**config.mk**
```make
export PLATFORM = sky130hd
export DESIGN_NAME = sensor_frame_crc_check_convert_unit
export DESIGN_NICKNAME = d
export VERILOG_FILES = /design/src/rtl/sfcc_pkg.sv /design/src/rtl/sensor_frame_crc_check_convert_unit.sv /design/src/rtl/sfcc_crc_lane.sv /design/src/rtl/sfcc_conv_lane.sv
export SDC_FILE = /design/constraint.sdc
export NUM_CORES = 1
export LEC_CHECK = 0
export BUFFER_PORTS_ARGS = -buffer_cell sky130_fd_sc_hd__buf_2
export CORE_ASPECT_RATIO = 0.75
export CORE_UTILIZATION = 60
export DETAILED_ROUTE_END_ITERATION = 10
export PLACE_DENSITY_LB_ADDON = 0.08
export SLEW_MARGIN = 20
export SYNTH_ARGS = -nofsm -noshare
export SYNTH_HDL_FRONTEND = slang
export SYNTH_SLANG_ARGS = --single-unit
```
**constraint.sdc**
```tcl
create_clock -name i_clk -period 9.5 [get_ports i_clk]
set_clock_uncertainty 0.2 [all_clocks]
set_input_delay 1.9 -clock i_clk [delete_from_list [all_inputs] [get_ports i_clk]]
set_output_delay 1.9 -clock i_clk [all_outputs]
set_load 0.01 [all_outputs]
```
**src/rtl/sfcc_pkg.sv**
```systemverilog
package sfcc_pkg;

    localparam int WORD_W  = 16;
    localparam int CHK_W   = 8;
    localparam int TEMP_W  = 15;
    localparam int HUM_W   = 14;

    localparam logic [CHK_W-1:0] CRC_INIT = 8'hFF;
    localparam logic [CHK_W-1:0] CRC_POLY = 8'h31;

    localparam logic [14:0] T_SCALE    = 15'd17500;
    localparam logic [13:0] H_SCALE    = 14'd10000;
    localparam logic [15:0] T_OFFSET   = 16'd4500;
    localparam logic [HUM_W-1:0] H_MAX = 14'd10000;
    localparam logic [15:0] ROUND_HALF = 16'h8000;

    localparam int T_PROD_W = 31;
    localparam int H_PROD_W = 30;

    localparam logic FRAME_OK      = 1'b0;
    localparam logic FRAME_CRC_ERR = 1'b1;

    // Per-lane result handed to the merge stage.
    typedef struct packed {
        logic match;
    } t_lane_res;

    // One byte through the MSB-first CRC-8, eight shift steps.
    function automatic logic [CHK_W-1:0] crc_byte(input logic [CHK_W-1:0] crc_in,
                                                  input logic [CHK_W-1:0] data);
        logic [CHK_W-1:0] c;
        c = crc_in ^ data;
        for (int k = 0; k < 8; k++) begin
            if (c[CHK_W-1]) begin
                c = {c[CHK_W-2:0], 1'b0} ^ CRC_POLY;
            end else begin
                c = {c[CHK_W-2:0], 1'b0};
            end
        end
        return c;
    endfunction

endpackage

```
**src/rtl/sensor_frame_crc_check_convert_unit.sv**
```systemverilog
// Sensor frame check and conversion.
// Input channel: i_valid / o_stall carry one frame per transaction: three raw
// words (CO2, temperature, humidity), each with its received CRC-8 byte.
// Output channel: o_valid / i_stall carry one result per frame: CO2 in ppm,
// temperature and humidity in hundredths, and a status bit that is set when
// any CRC mismatches (all values then read zero).
// Two register stages: an accepted frame sits in the lane registers and r_v1,
// then in the output register. One frame per cycle while unstalled: three CRC
// lanes and one conversion lane run side by side, each split over two
// register stages (high byte and constant multiplies first, low byte,
// rounding and clamping second), and the merge into the output register
// combines the lane checks.
// While the receiver stalls a valid result, the whole pipe holds and o_stall
// is raised to the sender; a bubble in the output register is always filled.
// Reset empties the pipe; no frame is lost or repeated across a stall.
module sensor_frame_crc_check_convert_unit (
    input  logic                               i_clk,
    input  logic                               i_rst_n,
    input  logic                               i_valid,
    output logic                               o_stall,
    input  logic [sfcc_pkg::WORD_W-1:0]        i_co2_word,
    input  logic [sfcc_pkg::CHK_W-1:0]         i_co2_check,
    input  logic [sfcc_pkg::WORD_W-1:0]        i_temp_word,
    input  logic [sfcc_pkg::CHK_W-1:0]         i_temp_check,
    input  logic [sfcc_pkg::WORD_W-1:0]        i_hum_word,
    input  logic [sfcc_pkg::CHK_W-1:0]         i_hum_check,
    output logic                               o_valid,
    input  logic                               i_stall,
    output logic [sfcc_pkg::WORD_W-1:0]        o_co2_ppm,
    output logic signed [sfcc_pkg::TEMP_W-1:0] o_temp_centi,
    output logic [sfcc_pkg::HUM_W-1:0]         o_hum_centi,
    output logic                               o_frame_status
);
    import sfcc_pkg::*;

    logic r_v1, n_v1;
    logic r_v2, n_v2;
    logic adv;

    t_lane_res res_co2, res_temp, res_hum;
    logic [WORD_W-1:0]        conv_co2;
    logic signed [TEMP_W-1:0] conv_temp;
    logic [HUM_W-1:0]         conv_hum;
    logic                     all_good;

    logic [WORD_W-1:0]        r_co2, n_co2;
    logic signed [TEMP_W-1:0] r_temp, n_temp;
    logic [HUM_W-1:0]         r_hum, n_hum;
    logic                     r_status, n_status;

    assign adv     = !r_v2 || !i_stall;
    assign o_stall = !adv;

    sfcc_crc_lane u_lane_co2 (
        .i_clk(i_clk), .i_en(adv), .i_word(i_co2_word), .i_check(i_co2_check),
        .o_res(res_co2)
    );
    sfcc_crc_lane u_lane_temp (
        .i_clk(i_clk), .i_en(adv), .i_word(i_temp_word), .i_check(i_temp_check),
        .o_res(res_temp)
    );
    sfcc_crc_lane u_lane_hum (
        .i_clk(i_clk), .i_en(adv), .i_word(i_hum_word), .i_check(i_hum_check),
        .o_res(res_hum)
    );

    sfcc_conv_lane u_conv (
        .i_clk(i_clk), .i_en(adv),
        .i_co2_word(i_co2_word), .i_temp_word(i_temp_word), .i_hum_word(i_hum_word),
        .o_co2(conv_co2), .o_temp(conv_temp), .o_hum(conv_hum)
    );

    assign all_good = res_co2.match && res_temp.match && res_hum.match;

    always_comb begin
        n_v1     = r_v1;
        n_v2     = r_v2;
        n_co2    = r_co2;
        n_temp   = r_temp;
        n_hum    = r_hum;
        n_status = r_status;
        if (adv) begin
            n_v1 = i_valid;
            n_v2 = r_v1;
            if (all_good) begin
                n_co2    = conv_co2;
                n_temp   = conv_temp;
                n_hum    = conv_hum;
                n_status = FRAME_OK;
            end else begin
                n_co2    = '0;
                n_temp   = '0;
                n_hum    = '0;
                n_status = FRAME_CRC_ERR;
            end
        end
    end

    always_ff @(posedge i_clk) begin
        if (!i_rst_n) begin
            r_v1 <= 1'b0;
            r_v2 <= 1'b0;
        end else begin
            r_v1 <= n_v1;
            r_v2 <= n_v2;
        end
    end

    always_ff @(posedge i_clk) begin
        r_co2    <= n_co2;
        r_temp   <= n_temp;
        r_hum    <= n_hum;
        r_status <= n_status;
    end

    assign o_valid        = r_v2;
    assign o_co2_ppm      = r_co2;
    assign o_temp_centi   = r_temp;
    assign o_hum_centi    = r_hum;
    assign o_frame_status = r_status;

endmodule

```
**src/rtl/sfcc_crc_lane.sv**
```systemverilog
module sfcc_crc_lane (
    input  logic                      i_clk,
    input  logic                      i_en,
    input  logic [sfcc_pkg::WORD_W-1:0] i_word,
    input  logic [sfcc_pkg::CHK_W-1:0]  i_check,
    output sfcc_pkg::t_lane_res       o_res
);
    import sfcc_pkg::*;

    logic [CHK_W-1:0] r_crc_hi;
    logic [CHK_W-1:0] r_lo;
    logic [CHK_W-1:0] r_check;
    logic [CHK_W-1:0] crc_full;

    // High byte folded in the first stage, low byte in the second.
    always_ff @(posedge i_clk) begin
        if (i_en) begin
            r_crc_hi <= crc_byte(CRC_INIT, i_word[WORD_W-1:CHK_W]);
            r_lo     <= i_word[CHK_W-1:0];
            r_check  <= i_check;
        end
    end

    assign crc_full    = crc_byte(r_crc_hi, r_lo);
    assign o_res.match = (crc_full == r_check);

endmodule

```
**src/rtl/sfcc_conv_lane.sv**
```systemverilog
module sfcc_conv_lane (
    input  logic                               i_clk,
    input  logic                               i_en,
    input  logic [sfcc_pkg::WORD_W-1:0]        i_co2_word,
    input  logic [sfcc_pkg::WORD_W-1:0]        i_temp_word,
    input  logic [sfcc_pkg::WORD_W-1:0]        i_hum_word,
    output logic [sfcc_pkg::WORD_W-1:0]        o_co2,
    output logic signed [sfcc_pkg::TEMP_W-1:0] o_temp,
    output logic [sfcc_pkg::HUM_W-1:0]         o_hum
);
    import sfcc_pkg::*;

    logic [WORD_W-1:0]   r_co2;
    logic [T_PROD_W-1:0] r_t_prod;
    logic [H_PROD_W-1:0] r_h_prod;

    logic [T_PROD_W:0]   t_sum;
    logic [H_PROD_W:0]   h_sum;
    logic [15:0]         t_q;
    logic [15:0]         t_diff;
    logic [HUM_W:0]      h_q;

    always_ff @(posedge i_clk) begin
        if (i_en) begin
            r_co2    <= i_co2_word;
            r_t_prod <= T_PROD_W'(T_SCALE) * T_PROD_W'(i_temp_word);
            r_h_prod <= H_PROD_W'(H_SCALE) * H_PROD_W'(i_hum_word);
        end
    end

    always_comb begin
        t_sum  = {1'b0, r_t_prod} + (T_PROD_W + 1)'(ROUND_HALF);
        h_sum  = {1'b0, r_h_prod} + (H_PROD_W + 1)'(ROUND_HALF);
        t_q    = t_sum[T_PROD_W:16];
        h_q    = h_sum[H_PROD_W:16];
        // wraps to two's complement below the zero point
        t_diff = t_q - T_OFFSET;
        o_temp = signed'(t_diff[TEMP_W-1:0]);
        if (h_q > {1'b0, H_MAX}) begin
            o_hum = H_MAX;
        end else begin
            o_hum = h_q[HUM_W-1:0];
        end
        o_co2 = r_co2;
    end

endmodule

```
==> flow_summary_export.csv <==
group,metric,value,unit
status,status,"finished, final reports clean",
timing,worstMarginPinSlew,0.993,ns
clock_network,holdBufCountCts,0,
timing,period_needed,6.49,ns
detailed_routing,firstDrtPassIters,5,
floorplanning,chipWidth,167,microns
worst_setup_path,crit_family,"adder cells",
clock_network,clock-sinks,159,
synthesis,yosysTopAreaCell,"edfxtp_1",
synthesis,syn_avg_cell_area,11.5,sq um
timing,finalSetupTns,0,ns
placed_design,hpwlAfterDp,19.0,mm
pwr,ir_drop,121,uV
worst_setup_path,worstSetupStartpointType,"input pin",
worst_setup_path,cp_common_cell,"inv_1",
detailed_routing,totalWireLength,23.4,mm
timing,setup_ws,3.01,ns
worst_setup_path,critPathKind,"in2reg",
clock_network,cts_setup_buffers,0,
worst_setup_path,end_kind,"register",
clock_network,clkTransAtPathRegs,0.06,ns
grt,grt_overflow,0,
worst_setup_path,crit_chain,"buf_2 > inv_1 > fa_1 > inv_1 > ha_1 > inv_1 > fa_1 > inv_1 > ha_1 > fa_1 > ha_1 > a21oi_1 > nand2_1 > o21ai_0 > a21boi_0 > o21ai_0 > nand2b_1 > a311oi_1 > xnor2_1",
synthesis,synth_edf_count,157,
worst_setup_path,max_stage_delay,0.54,ns
timing,max_freq,154,MHz
detailed_routing,vias,7685,
grt,grt_usage,23.5,%
grt,antenna_found_initial,0,
clock_network,htree_levels,4,
timing,fin_crit_sh,68.3,%
layout,final_area,13800,sq um
timing,rsz0062_at_grt,"false",
synthesis,postSynth.asyncResetShare,0,%
grt,grt_pass1_wl,38.1,mm
placed_design,dp_slack,2.66,ns
synthesis,synth_commonest_cells,"189 x inv_1, 166 x ha_1, 157 x edfxtp_1, 103 x xnor2_1, 78 x fa_1",
clock_network,cts_resized,0,
layout,final_net_count,1520,
detailed_routing,ant_nets,0,
floorplanning,rows,44,
layout,antenna_cells,0,
pwr,leakage,6.53,nW
synthesis,ys_seq_area_share,38.6,%
worst_setup_path,crit_fanout,5,
grt,grt_max_degree,82,
detailed_routing,routedWlPerCell,16.0,microns
synthesis,synth.distinct_cells,55,
worst_setup_path,cpMaxStageDelayCell,"fa_1",
synthesis,synth_ff_type,"edfxtp_1",
synthesis,synth_top_area_share,38.3,%
floorplanning,die_area,21100,sq um
floorplanning,initial_core_util,62.4,%
grt,grt_pass1_vias,7406,
synthesis,netlist_area,12300,sq um
synthesis,yosys.cell_count.top_type,"inv_1",
layout,drive_above_1_share,13.8,%
timing,drv_slew,0,
synthesis,synthCells,1067,
worst_setup_path,critical_path_arrival,6.45,ns
detailed_routing,drc,0,
synthesis,synth.area.top_cells,"edfxtp_1 38%, ha_1 17%, fa_1 13%",
worst_setup_path,critPathRequiredTime,9.46,ns
clock_network,cts.path.max_buffers,2,
detailed_routing,via_per_inst,5.24,
clock_network,clk_latency,0.42,ns
pwr,p_per_area,245,nW/um^2
synthesis,ys_seq_elements,159,
clock_network,numCtsBuffers,17,
placed_design,place_inst,1434,
placed_design,post_dp_cell_area,13200,sq um
layout,fillers,1487,
floorplanning,dieHeight,126,microns
floorplanning,core_area,19700,sq um
layout,fin_cells,1466,
clock_network,cts_tree,"built",
timing,slew_headroom,33.8,%
placed_design,port_buffers,123,
placed_design,gp_congestion,0.880,
timing,hold_viol_final,0,
hold_path,worstHoldPathType,"reg2reg",
layout,area_growth,11.7,%
synthesis,syn-num-nets,1387,
synthesis,yosys_warnings,0,
floorplanning,io_pins,124,
flow_run,maxCapViolCount,0,
worst_setup_path,cp_num_buf_inv,5,
timing,setup_viol,0,
detailed_routing,drtIter0Drc,533,
clock_network,cts_root_buffer,"clkbuf_16",
sequential cells by signal, indices dropped and copies added, names as in the netlist, 8 cells and up:
register and cells:
u_lane_temp.r_lo 8, u_conv.r_h_prod 15, u_conv.o_co2 16, u_conv.r_t_prod 16, u_lane_co2.r_crc_hi 8, u_lane_co2.r_check 8, o_temp_centi 15, u_lane_hum.r_lo 8
o_co2_ppm 16, o_hum_centi 14, u_lane_hum.r_crc_hi 8, u_lane_temp.r_check 8, u_lane_hum.r_check 8, u_lane_temp.r_crc_hi 8
metal layers:
| metal | global-route usage (%) | wire length (microns) |
|---|---|---|
| met4 | 4.70 | 155 |
| met1 | 37.0 | 12200 |
| met5 | 0 | 0 |
| met2 | 34.9 | 10000 |
| met3 | 3.17 | 1060 |
through the flow:
step / total power [mW] / util, % / hold WS, ns
floorplan: 2.33 / - / 0.241
global placement: 2.68 / 66.9 / 0.251
detailed placement: 2.71 / 66.9 / 0.259
CTS: 3.38 / 69.8 / 0.269
global route: 3.65 / 69.8 / 0.307
finish: 3.37 / 69.8 / 0.265
kinds of logic (layout without fill, tap and decap cells):
family / Yosys count / count (layout) / synth area share, %
fa+ha+maj: 244 / 244 / 29.6
simple gates: 204 / 204 / 7.92
buf+inv: 199 / 345 / 6.37
flops: 159 / 159 / 38.6
xor+xnor: 157 / 157 / 11.8
compound gates: 99 / 99 / 5.30
mux: 5 / 5 / 0.417
worst reg2reg max path, stage by stage, from the launching register on:
cell	delay (ns)
edfxtp_1	0.45
xnor2_1	0.31
xnor3_1	0.51
or3_1	0.36
a21oi_1	0.18
o2111ai_1	0.13
or4_4	0.65
nand2b_1	0.47
nor2_2	0.21
cell type report:
type                    count  area (sq um)  share of cell area [%]
clock buffers              20           437                    3.18
well taps                 253           317                    2.30
repair buffers            124           623                    4.53
multi-input cells         709          6780                    49.3
flip-flops and latches    159          4750                    34.6
inverters                 189           709                    5.16
clock inverters            12           135                   0.983
layout by cell type (no fill, tap or decap), drive strengths merged, types with 22 or more instances in the layout:
cell type    n
xnor2      106
nor2        67
fa          78
nand3       32
ha         166
nand2       37
buf        124
nor3        22
inv        192
edfxtp     157
xor2        47
a21oi       26
where the power goes:
group / switching, mW / internal [mW] / total, mW
sequential: 0.116 / 0.956 / 1.07
clock: 0.268 / 0.389 / 0.657
combinational: 0.902 / 0.736 / 1.64
path summary, 6_finish.rpt:
kind                       startpoint                   to  slack [ns]  cells after the start
hold / removal                   r_v1                 r_v1        0.26                      2
setup reg to reg  u_lane_temp.r_lo[7]      o_hum_centi[12]        5.88                      8
setup / recovery        i_hum_word[5]  u_conv.r_h_prod[20]        3.01                     19
hold reg to reg                  r_v1                 r_v1        0.26                      2
Note: power is estimated with default switching activity, not from simulation.
